[config.mk]
export PLATFORM = sky130hd
export DESIGN_NAME = pfs_queue
export DESIGN_NICKNAME = d
export VERILOG_FILES = /design/src/rtl/core/pfs_pkg.sv /design/src/rtl/core/pfs_queue.sv
export SDC_FILE = /design/constraint.sdc
export NUM_CORES = 1
export LEC_CHECK = 0
export ABC_CLOCK_PERIOD_IN_PS = 1400
export BUFFER_PORTS_ARGS = -buffer_cell sky130_fd_sc_hd__buf_2
export CAP_MARGIN = 20
export CELL_PAD_IN_SITES_DETAIL_PLACEMENT = 1
export CELL_PAD_IN_SITES_GLOBAL_PLACEMENT = 1
export CORE_MARGIN = 3
export CORE_UTILIZATION = 25
export CTS_BUF_LIST = sky130_fd_sc_hd__clkbuf_2
export CTS_CLUSTER_DIAMETER = 40
export DETAILED_ROUTE_END_ITERATION = 7
export HOLD_SLACK_MARGIN = 0.15
export PLACE_DENSITY = 0.64
export SLEW_MARGIN = 25
export SYNTH_ARGS = -nofsm -noshare
export SYNTH_HDL_FRONTEND = slang
export SYNTH_SLANG_ARGS = --single-unit
[constraint.sdc]
create_clock -name clk -period 1.4 [get_ports clk]
set_input_delay 0.14 -clock clk [delete_from_list [all_inputs] [get_ports clk]]
set_output_delay 0.14 -clock clk [all_outputs]
set_load 0.01 [all_outputs]
[src/rtl/core/pfs_pkg.sv]
`default_nettype none

package pfs_pkg;

	// default store depth in characters
	localparam int MAX_LEN_DEF = 1024;

	localparam int BYTE_W   = 8;
	localparam int PREFIX_W = 10;

	// entries in the queue between front and back
	localparam int QUEUE_DEPTH = 2;

	// classification made by the front for each word
	typedef struct packed {
		logic first;  // first character of a string
		logic ovf;    // position beyond the store depth
	} pfs_kind_t;

	// back sequencer states
	typedef enum logic {
		PFS_IDLE,
		PFS_CHECK
	} pfs_state_t;

endpackage

`default_nettype wire

[src/rtl/core/pfs_queue.sv]
`default_nettype none

module pfs_queue #(
	parameter int WIDTH = 8,
	parameter int DEPTH = pfs_pkg::QUEUE_DEPTH
) (
	input  wire              clk,
	input  wire              arst_n,
	input  wire              push_valid,
	output logic             push_ready,
	input  wire  [WIDTH-1:0] push_data,
	output logic             pop_valid,
	input  wire              pop_ready,
	output logic [WIDTH-1:0] pop_data
);

	localparam int PTR_W = (DEPTH > 1) ? $clog2(DEPTH) : 1;
	localparam int CNT_W = $clog2(DEPTH + 1);

	logic [WIDTH-1:0] slots_q [DEPTH];
	logic [PTR_W-1:0] wr_ptr_q;
	logic [PTR_W-1:0] rd_ptr_q;
	logic [CNT_W-1:0] count_q;
	logic             do_push;
	logic             do_pop;

	assign push_ready = (count_q != CNT_W'(DEPTH));
	assign pop_valid  = (count_q != '0);
	assign pop_data   = slots_q[rd_ptr_q];
	assign do_push    = push_valid && push_ready;
	assign do_pop     = pop_valid && pop_ready;

	// store the incoming word
	always_ff @(posedge clk) begin
		if (do_push) begin
			slots_q[wr_ptr_q] <= push_data;
		end
	end

	// advance pointers and track the fill
	always_ff @(posedge clk or negedge arst_n) begin
		if (!arst_n) begin
			wr_ptr_q <= '0;
			rd_ptr_q <= '0;
			count_q  <= '0;
		end else begin
			if (do_push) begin
				wr_ptr_q <= (wr_ptr_q == PTR_W'(DEPTH - 1)) ? '0 : wr_ptr_q + PTR_W'(1);
			end
			if (do_pop) begin
				rd_ptr_q <= (rd_ptr_q == PTR_W'(DEPTH - 1)) ? '0 : rd_ptr_q + PTR_W'(1);
			end
			if (do_push && !do_pop) begin
				count_q <= count_q + CNT_W'(1);
			end else if (do_pop && !do_push) begin
				count_q <= count_q - CNT_W'(1);
			end
		end
	end

endmodule

`default_nettype wire

==> summary.txt <==
Placement
  • Buffers on Ports: 21
  • RD Place Congestion: 0.6346
  • Placed Cells: 108
  • Post-Place Setup Slack: -0.02509 ns

Run status
  • Status: finished with violations
  • Failing checks: negative setup slack

GRT
  • Wire length of the first global-routing pass: 2.401 mm
  • Overall routing resource usage: 7.994%
  • Pin count of the biggest net entering global routing: 12
  • GRT Residual Overflow: 0
  • Antenna violations before repair: 0
  • Vias in the first global route: 537

Clock tree
  • CTS Sinks: 20
  • Worst-path clk slew: 0.18 ns
  • CTS tree: built
  • Clock insertion delay at the later pin of the skew report: 0.30 ns
  • Clock Tree Buf Depth: 2
  • H-tree levels: 1
  • Clock root cell: clkbuf_2
  • CTS buffer count: 3

Timing
  • Max_slew headroom: 86.03%
  • Final worst path period need: 1.448 ns
  • Slew of the pin with the lowest slew margin: 0.2088 ns
  • Final-report hold violation count: 0
  • Hold slack: 0.1844 ns
  • Max-slew violation count: 0
  • PnR worst setup slack: -0.04807 ns
  • Setup TNS: -0.3064 ns
  • RSZ-0062 raised after global routing: yes
  • Achievable Freq: 690.6 MHz
  • Tcrit/Tclk final: 103.4%
  • Clk_skew: 0.006144 ns
  • Count of final setup violators: 8

Floorplanning
  • Initial Util: 27.36%
  • Die Width: 62.11 um
  • Die area: 3857 um^2
  • Die Span Y: 62.11 um
  • Num rows: 19
  • I/O pins: 22
  • Core area: 2877 um^2

Setup path
  • CP Capture Type: primary output
  • CP Launch Type: flip-flop
  • Worst Path Required: 1.26 ns
  • Data arrival time at the worst-slack endpoint: 1.31 ns
  • WS Path Type: flip-flop to primary output
  • CP max FO: 5

Final layout
  • Area growth syn-to-layout: 58.03%
  • Final Net Count: 102
  • Fill cells: 292
  • Number of diodes: 0
  • Layout cells sized above 1: 59.09%
  • Final Instance Count excl. Fillers: 130

Yosys
  • Syn nets: 56
  • Synth warnings: 0
  • Count of cell types in the netlist: 14
  • Area of the mapped netlist: 787.0 um^2
  • Synth Register Bits: 20
  • Avg Synthesized Cell Area: 18.30 um^2
  • Post-synthesis sequential area ratio: 73.77%
  • Post-Syn Instances: 43

Route
  • DRT Wirelength: 1.510 mm
  • # DRC: 0
  • Initial drt markers: 7
  • DRT antenna net count: 0
  • WL/cell: 11.62 um
  • Drt first pass iters: 2
  • Vias: 507
  • DR vias/cell: 3.900

Run
  • Maximum capacitance violations: 0

Power and ir drop
  • Pwr Total: 2.341 mW
  • Worst VDD drop: 0.0007152 V
  • Power density cells: 1882 nW/um^2
  • Leak: 0.5048 nW

Worst hold path
  • Worst hold-check path type: primary input to flip-flop
## stage by stage
| stage | area, um^2 | utilization, % |
|---|---|---|
| after floorplan | 787.0 | - |
| after global placement | 962.2 | 33.45 |
| after global routing | 1244 | 43.24 |
| after CTS | 1204 | 41.84 |
| final | 1244 | 43.24 |
| after detailed placement | 962.2 | 33.45 |
## power breakdown
part	internal, mW	total [mW]	switching (mW)
clock	0.0621	0.227	0.165
sequential	0.833	0.909	0.0767
combinational	0.725	1.20	0.480
## flip-flops by register name, indices dropped and copies added (netlist names)
name      cells
rd_ptr_q      1
count_q       2
wr_ptr_q      1
slots_q      16
## final cells by class
cell class / count / area (um^2) / share of cell area (%)
sequential: 20 / 581.8 / 46.78
inverter: 1 / 6.256 / 0.5030
tap: 42 / 52.55 / 4.225
clock buffer: 3 / 15.01 / 1.207
timing repair buffer: 42 / 352.8 / 28.37
clock inverter: 1 / 3.754 / 0.3018
multi-input combinational: 21 / 231.5 / 18.61
## synthesized netlist by cell type (all sizes together)
master / n / share of area (%)
edfxtp: 16 / 61
xor2: 2 / 2.2
or2: 1 / 1.1
nor2: 2 / 0.95
xnor2: 3 / 3.3
buf: 1 / 0.64
ha: 1 / 1.6
inv: 1 / 0.48
nand2b: 1 / 1.7
dfrtp: 4 / 13
nand2: 2 / 1.9
mux2: 8 / 11
and3: 1 / 0.80
## path summary, 6_finish.rpt
check,from,to,slack [ns],depth (start not counted)
worst max-delay path,rd_ptr_q,pop_data[1],-0.05,3
worst min-delay path,pop_ready,rd_ptr_q,0.18,4
worst max register to register,count_q[1],count_q[1],0.03,6
worst min register to register,wr_ptr_q,wr_ptr_q,0.53,1
max in group asynchronous,arst_n,rd_ptr_q,0.51,3
min in group asynchronous,arst_n,rd_ptr_q,0.70,3
## routing by layer
layer	GRT usage, %	up-vias	part of all wire [%]
met4	3.315	0	0
met2	13.04	16	50
met3	2.883	0	6.2
met5	0	-	0
met1	9.551	244	43
li1	-	247	-
## critical path, stage by stage, from the launching register on
cell,delay [ns]
dfrtp_2,0.46
buf_6,0.14
mux2_4,0.29
buf_6,0.12
## cells in the final DEF, fill, tap and decap left out, types with 2 or more instances in the layout
cell / count
buf_2: 13
buf_4: 7
buf_6: 12
clkbuf_2: 3
dfrtp_1: 3
dlygate4sd3_1: 10
edfxtp_1: 16
mux2_2: 7
nand2_4: 2
xnor2_1: 3
## kinds of logic after synthesis
kind of cell,share of synthesized area [%]
DFF,73.77
muxes,11.45
and+or+nand+nor,6.518
xor gates and xnor gates,5.565
buffers and inverters,1.112
adders and majority gates,1.590
## what timing repair did
item / 4_1_cts / 5_1_grt
setup endpoints to repair: 9 / 17
pin swaps: 4 / 5
endpoints found under the hold margin: 20 / 0
setup buffers: 6 / 2
hold buffers: 10 / 0
gates resized for setup: 18 / 6
Power figures use the tool's default switching activity.
