File: src/rtl/core/pfs_pkg.sv
`default_nettype none

package pfs_pkg;

	// default store depth in characters
	localparam int MAX_LEN_DEF = 1024;

	localparam int BYTE_W   = 8;
	localparam int PREFIX_W = 10;

	// entries in the queue between front and back
	localparam int QUEUE_DEPTH = 2;

	// classification made by the front for each word
	typedef struct packed {
		logic first;  // first character of a string
		logic ovf;    // position beyond the store depth
	} pfs_kind_t;

	// back sequencer states
	typedef enum logic {
		PFS_IDLE,
		PFS_CHECK
	} pfs_state_t;

endpackage

`default_nettype wire

File: src/rtl/core/pfs_front.sv
`default_nettype none

module pfs_front #(
	parameter int MAX_LEN = pfs_pkg::MAX_LEN_DEF
) (
	input  wire                      clk,
	input  wire                      arst_n,
	input  wire                      in_valid,
	output logic                     in_ready,
	input  wire  [pfs_pkg::BYTE_W-1:0] byte_in,
	input  wire                      start_new,
	output logic                     push_valid,
	input  wire                      push_ready,
	output logic [pfs_pkg::BYTE_W-1:0] push_byte,
	output logic [$clog2(MAX_LEN)-1:0] push_idx,
	output pfs_pkg::pfs_kind_t       push_kind
);

	localparam int AW = $clog2(MAX_LEN);
	localparam int PW = $clog2(MAX_LEN + 1);

	logic [PW-1:0] pos_q;
	logic [PW-1:0] pos_base;
	logic [PW-1:0] pos_d;
	logic          full;
	logic          accept;

	// pass the handshake straight to the queue
	assign push_valid = in_valid;
	assign in_ready   = push_ready;
	assign accept     = in_valid && push_ready;

	// restart the string on the start flag, classify the position
	always_comb begin
		pos_base = start_new ? '0 : pos_q;
		full     = (pos_base == PW'(MAX_LEN));
		pos_d    = full ? pos_base : pos_base + PW'(1);
	end

	assign push_byte       = byte_in;
	assign push_idx        = pos_base[AW-1:0];
	assign push_kind.first = (pos_base == '0);
	assign push_kind.ovf   = full;

	// advance the position, saturate at the store depth
	always_ff @(posedge clk or negedge arst_n) begin
		if (!arst_n) begin
			pos_q <= '0;
		end else if (accept) begin
			pos_q <= pos_d;
		end
	end

endmodule

`default_nettype wire

File: config.mk
export PLATFORM = sky130hd
export DESIGN_NAME = pfs_front
export DESIGN_NICKNAME = d
export VERILOG_FILES = /design/src/rtl/core/pfs_pkg.sv /design/src/rtl/core/pfs_front.sv
export SDC_FILE = /design/constraint.sdc
export NUM_CORES = 1
export LEC_CHECK = 0
export ABC_CLOCK_PERIOD_IN_PS = 3200
export BUFFER_PORTS_ARGS = -buffer_cell sky130_fd_sc_hd__buf_4
export CORE_AREA = 5 5 47 49
export DETAILED_ROUTE_END_ITERATION = 10
export DIE_AREA = 0 0 52 54
export GPL_ROUTABILITY_DRIVEN = 0
export PLACE_DENSITY = 0.78
export SLEW_MARGIN = 5
export SYNTH_ARGS = -nofsm -noshare
export SYNTH_HDL_FRONTEND = slang
export SYNTH_SLANG_ARGS = --single-unit
File: constraint.sdc
create_clock -name clk -period 3.2 [get_ports clk]
set_input_delay 0.64 -clock clk [delete_from_list [all_inputs] [get_ports clk]]
set_output_delay 0.64 -clock clk [all_outputs]
set_load 0.005 [all_outputs]
==> results of run 1 <==
metrics by stage:
step / total power [mW] / cells / util / setup WS [ps] / hold WS [ps]
6_report: 0.406 / 130 / 0.488 / 814 / 188
5_1_grt: 0.440 / 130 / 0.488 / 707 / 182
2_1_floorplan: 0.279 / 96 / - / 1220 / 344
4_1_cts: 0.412 / 130 / 0.488 / 796 / 183
3_5_place_dp: 0.312 / 126 / 0.473 / 1110 / 487
3_3_place_gp: 0.306 / 126 / 0.473 / 1140 / 485
critical path, delay by kind of cell, from the launching register on:
kind	cells	cell delay, ps
DFF	1	420
buffers and inverters	1	120
and+or+nand+nor	2	800
AOI/OAI and AO/OA	1	140
final cells by class:
cell class	count	share of cell area
clock buffer	4	0.0296
multi-input combinational	67	0.458
inverter	3	0.0127
timing repair buffer	18	0.152
tap	27	0.0380
sequential	11	0.310
synth_stat cells (all sizes together):
cell	n
a21oi	1
a221o	1
and2	1
and3	1
buf	12
clkbuf	3
dfrtp	11
inv	3
mux2	1
mux2i	4
nand2	13
nand2b	1
nand3	1
nand3b	2
nand4	3
nand4b	1
nor2	10
nor2b	8
nor3	2
nor4	1
o211ai	1
o21ai	6
o21bai	1
o22ai	2
or3	1
or4	2
xnor2	1
xor2	2
report_power, final:
part           leakage [nW]  switching [mW]  internal, mW
sequential            0.142          0.0396         0.161
clock                0.0150          0.0498        0.0483
combinational         0.243          0.0520        0.0559
metal layers:
metal  part of all wire  track usage  up-vias
met5                  0            0        -
met4              0.024        0.114        0
met3              0.070       0.0194        6
met2               0.42        0.192       24
met1               0.48        0.182      304
li1                   -            -      328
worst max-delay path by stage:
stage	to	start	cells past startpoint	slack [ps]
2_1_floorplan	push_kind[1]	start_new	3	1220
3_3_place_gp	push_kind[1]	pos_q[9]$_DFFE_PN0P_	4	1140
3_5_place_dp	push_kind[1]	pos_q[9]$_DFFE_PN0P_	4	1110
4_1_cts	push_kind[1]	pos_q[9]$_DFFE_PN0P_	4	800
5_1_grt	push_kind[1]	pos_q[9]$_DFFE_PN0P_	4	710
6_report	push_kind[1]	pos_q[9]$_DFFE_PN0P_	4	810
logic make-up after synthesis:
kind of cell              count (synthesis)  synth area share
DFF                                      11             0.346
muxes                                     5            0.0646
xor gates and xnor gates                  3            0.0331
and+or+nand+nor                          47             0.323
buffers and inverters                    18             0.142
AOI/OAI and AO/OA                        12            0.0913
==> results.md, run 1 <==
- Pwr/cell area: 458 nW/um^2
- Share of post-route cells with drive strength above 1: 0.243
- Arrival time of the worst setup path: 1750 ps
- DRT Wirelength: 1.65 mm
- Total GRT Usage: 0.136
- Sequential-to-total area share from yosys stat: 0.346
- Reg-to-reg endpoint: pos_q[9]$_DFFE_PN0P_
- Sink Count: 11
- Clock Latency Late Sink: 270 ps
- # port buffers: 18
- Area contributors post-synth: dfrtp_1 (35%), buf_4 (11%), nor2b_1 (6.3%)
- Placed cell area: 862 sq um
- Crit-path max FO: 5
- Max reg flops: 11
- Reg area: 275 sq um
- Area used by multi-input combinational logic: 407 sq um
- Cts repair resizes: 0
- DPL Wire Length: 1.19 mm
- Setup Viol. Count Final: 0
- H-tree Lvls: 1
- Global route overflow: 0
- Largest net degree at the start of global routing: 22
- Synthesized flop and latch total: 11
- CTS tree: yes
- ANT cells: 0
- Outcome: finished clean
- Final instance area: 888 sq um
- Iteration-0 DRC Markers: 17
- Leak Pwr: 0.399 nW
- Final Slew Violations: 0
- Starting Density: 0.436
- Most frequent cells in the layout: buf_4 (18), nand2_1 (13), dfrtp_1 (11)
- Worst Setup End Kind: primary output
- CTS Buf Count: 3
- Worst Path Required: 2560 ps
- First-pass GRT wire length: 2.83 mm
- Reg2reg path depth: 3
- Synthesized Nets: 109
- Fin. Hold Viols: 0
- Netlist cell types: 30
- Hold buffers post-CTS: 0
- Most common cell after layout, fill and taps aside: buf_4
- Dominant cell type by area after synthesis: dfrtp_1
- Unrepaired setup endpoints after global routing: no
- Die area: 2810 sq um
- Top flop regs: pos_q: 11 flops
- Crit Path Class: reg -> out
- Reg2reg start: pos_q[1]$_DFFE_PN0P_
- Reg with most FFs: pos_q
- Slowest stage cell, crit path: dfrtp_1
- Worst reg-to-reg setup slack: 1550 ps
- Die H: 54 um
- Synth Instances: 96
- Final Cycle Share: 0.746
- Total number of vias: 662
- ANT nets after route: 0
- Peak VDD IR: 0.201 mV
- 1st-pass router iterations: 4
- Root Driver: clkbuf_4
- Die Wd: 52 um
- Syn Std Cell Area: 795 sq um
- Core box area: 1820 sq um
- Nets: 117
- Post-route setup TNS: 0 ps
- Via-to-Cell Ratio: 5.09
- DRC errors left: 0
- Tmin final: 2390 ps
- Row cnt: 16
- Per-cell routed wire length: 12.7 um
- Share of the synthesized area in the top cell type: 0.346
- Max incr delay on CP: 420 ps
- Max_cap viols: 0
- Area Growth Syn to Fin: 11.8%
- Worst hold path type: in -> async
- Measured slew at the worst slew-check pin: 377 ps
- Crit path cell chain: or3_1 -> or4_1 -> o21bai_1 -> buf_4
- Clock Skew: 0.558 ps
- Top-Level Pins: 35
- Initial antenna violation count: 0
- Vias in the first global route: 625
- Yosys warns: 0
- Syn avg cell area: 8.28 sq um
- Clock transition at path regs: 70 ps
- Fmax: 419 MHz
- CP Launch Type: flop
- Setup bufs post-CTS: 0
- Max-Slew Margin vs Limit: 0.749
- Max Root-Sink Buffers: 2
- Layout fillers: 174
Power figures use the tool's default switching activity.
==> run 2, diff against run 1 <==
--- a/config.mk
+++ b/config.mk
@@ -5,13 +5,13 @@
 export SDC_FILE = /design/constraint.sdc
 export NUM_CORES = 1
 export LEC_CHECK = 0
-export ABC_CLOCK_PERIOD_IN_PS = 3200
+export ABC_CLOCK_PERIOD_IN_PS = 2490
 export BUFFER_PORTS_ARGS = -buffer_cell sky130_fd_sc_hd__buf_4
-export CORE_AREA = 5 5 47 49
+export CORE_AREA = 5 5 48 50
 export DETAILED_ROUTE_END_ITERATION = 10
-export DIE_AREA = 0 0 52 54
+export DIE_AREA = 0 0 53 55
 export GPL_ROUTABILITY_DRIVEN = 0
-export PLACE_DENSITY = 0.78
+export PLACE_DENSITY = 0.75
 export SLEW_MARGIN = 5
 export SYNTH_ARGS = -nofsm -noshare
 export SYNTH_HDL_FRONTEND = slang
==> constraint.sdc (replaced) <==
create_clock -name clk -period 2.49 [get_ports clk]
set_input_delay 0.498 -clock clk [delete_from_list [all_inputs] [get_ports clk]]
set_output_delay 0.498 -clock clk [all_outputs]
set_load 0.005 [all_outputs]
==> results.md, run 2 (synthesis gave the netlist of run 1 again) <==
- Top-Level Pins: 35 (unchanged)
- Leak Pwr: 0.399 nW (unchanged)
- Final Slew Violations: 0 (unchanged)
- Core box area: 1860 sq um (was 1820 sq um)
- Iteration-0 DRC Markers: 28 (was 17)
- Starting Density: 0.427 (was 0.436)
- Global route overflow: 0 (unchanged)
- Fin. Hold Viols: 0 (unchanged)
- Max Root-Sink Buffers: 2 (unchanged)
- Worst Path Required: 1990 ps (was 2560 ps)
- Peak VDD IR: 0.333 mV (was 0.201 mV)
- Setup Viol. Count Final: 0 (unchanged)
- Most common cell after layout, fill and taps aside: buf_4 (unchanged)
- DPL Wire Length: 1.28 mm (was 1.19 mm)
- Reg with most FFs: pos_q (unchanged)
- Final Cycle Share: 0.896
- Layout fillers: 198 (was 174)
- Die Wd: 53 um (was 52 um)
- Die area: 2920 sq um (was 2810 sq um)
- Final worst slack: 259 ps (was 814 ps)
- Via-to-Cell Ratio: 5.31 (was 5.09)
- Reg2reg path depth: 3 (unchanged)
- CTS tree: yes (unchanged)
- # port buffers: 18 (unchanged)
- Max reg flops: 11 (unchanged)
- Share of post-route cells with drive strength above 1: 0.243 (unchanged)
- H-tree Lvls: 1 (unchanged)
- Top flop regs: pos_q: 11 flops (unchanged)
- Crit Path Class: reg -> out (unchanged)
- Sink Count: 11 (unchanged)
- Nets: 117 (unchanged)
- DRC errors left: 0 (unchanged)
- Worst hold path type: in -> async (unchanged)
- Clock transition at path regs: 70 ps (about the same)
- Measured slew at the worst slew-check pin: 347 ps (was 377 ps)
- Initial antenna violation count: 0 (unchanged)
- Fmax: 448 MHz
- Setup bufs post-CTS: 0 (unchanged)
- First-pass GRT wire length: 2.82 mm (was 2.83 mm)
- CTS Buf Count: 3 (unchanged)
- Max_cap viols: 0 (unchanged)
- DP Worst Slack: 547 ps (was 1110 ps)
- Placed cell area: 862 sq um (unchanged)
- Cts repair resizes: 0 (unchanged)
- Crit-path max FO: 5 (unchanged)
- Row cnt: 16 (unchanged)
- Tmin final: 2230 ps
- Hold buffers post-CTS: 0 (unchanged)
- Area Growth Syn to Fin: 11.8% (unchanged)
- Total number of vias: 690 (was 662)
- ANT nets after route: 0 (unchanged)
- Root Driver: clkbuf_4 (unchanged)
- Per-cell routed wire length: 13.1 um (was 12.7 um)
- Clock Skew: 7.76 ps (was 0.558 ps)
- Clock Latency Late Sink: 270 ps (about the same)
- Final instance area: 888 sq um (unchanged)
- Unrepaired setup endpoints after global routing: no (unchanged)
- Pwr/cell area: 584 nW/um^2 (was 458 nW/um^2)
- Largest net degree at the start of global routing: 22 (unchanged)
- Post-route setup TNS: 0 ps (unchanged)
- 1st-pass router iterations: 4 (unchanged)
- Die H: 55 um (was 54 um)
- CP Launch Type: flop (unchanged)
- Max-Slew Margin vs Limit: 0.769 (was 0.749)
- Worst Setup End Kind: primary output (unchanged)
- Vias in the first global route: 631 (was 625)
- Cell Count, Final, Fillers Out: 130 (unchanged)
- Most frequent cells in the layout: buf_4 (18), nand2_1 (13), dfrtp_1 (11) (unchanged)
- Outcome: finished clean (unchanged)
- Cell Count Post-Placement: 126 (unchanged)
- ANT cells: 0 (unchanged)
- DRT Wirelength: 1.70 mm (was 1.65 mm)
- Total GRT Usage: 0.133 (was 0.136)
- Arrival time of the worst setup path: 1730 ps (was 1750 ps)
==> run 2: cell counts in the layout (fill, tap and decap cells not counted) <==
No cell type changed its count.
==> run 2: layer usage <==
| metal | track usage | up-vias | wire [um] |
|---|---|---|---|
| met2 | 0.192 | 33 | 778 |
| met5 | 0 | - | 0 |
| met1 | 0.168 | 325 | 761 |
| li1 | - | 328 | - |
| met3 | 0.0241 | 4 | 120 |
| met4 | 0.123 | 0 | 42 |
==> run 2: worst paths after layout <==
check	from	to	slack, ps
min reg2reg	pos_q[2]$_DFFE_PN0P_	pos_q[2]$_DFFE_PN0P_	590
min	arst_n	pos_q[4]$_DFFE_PN0P_	50
min in group clk	start_new	pos_q[4]$_DFFE_PN0P_	580
max reg2reg	pos_q[1]$_DFFE_PN0P_	pos_q[9]$_DFFE_PN0P_	840
max	pos_q[9]$_DFFE_PN0P_	push_kind[1]	260
max in group asynchronous	arst_n	pos_q[1]$_DFFE_PN0P_	2280
==> run 2: area by class of cell <==
class	count	area, sq um	area share
timing repair buffer	18	135	0.152
sequential	11	275	0.310
multi-input combinational	67	407	0.458
tap	27	33.8	0.0380
inverter	3	11.3	0.0127
clock buffer	4	26.3	0.0296
==> run 2: per-stage QoR <==
stage | hold slack [ps] | utilization | total power [mW]
3_3_place_gp | 341 | 0.463 | 0.394
5_1_grt | 54.8 | 0.477 | 0.556
4_1_cts | 48.9 | 0.477 | 0.526
2_1_floorplan | 202 | - | 0.359
3_5_place_dp | 342 | 0.463 | 0.401
6_report | 47.9 | 0.477 | 0.519
==> run 2: worst max-delay path, stage by stage (launching register included) <==
cell      delay, ps
dfrtp_1         420
or3_1           380
or4_1           400
o21bai_1        130
buf_4           120
==> run 2: power breakdown <==
part / total (mW) / internal [mW] / leakage (nW) / switching (mW)
Clock: 0.122 / 0.0620 / 0.0150 / 0.0598
Combinational: 0.138 / 0.0719 / 0.243 / 0.0663
Sequential: 0.259 / 0.207 / 0.142 / 0.0518
Total: 0.519 / 0.341 / 0.399 / 0.178
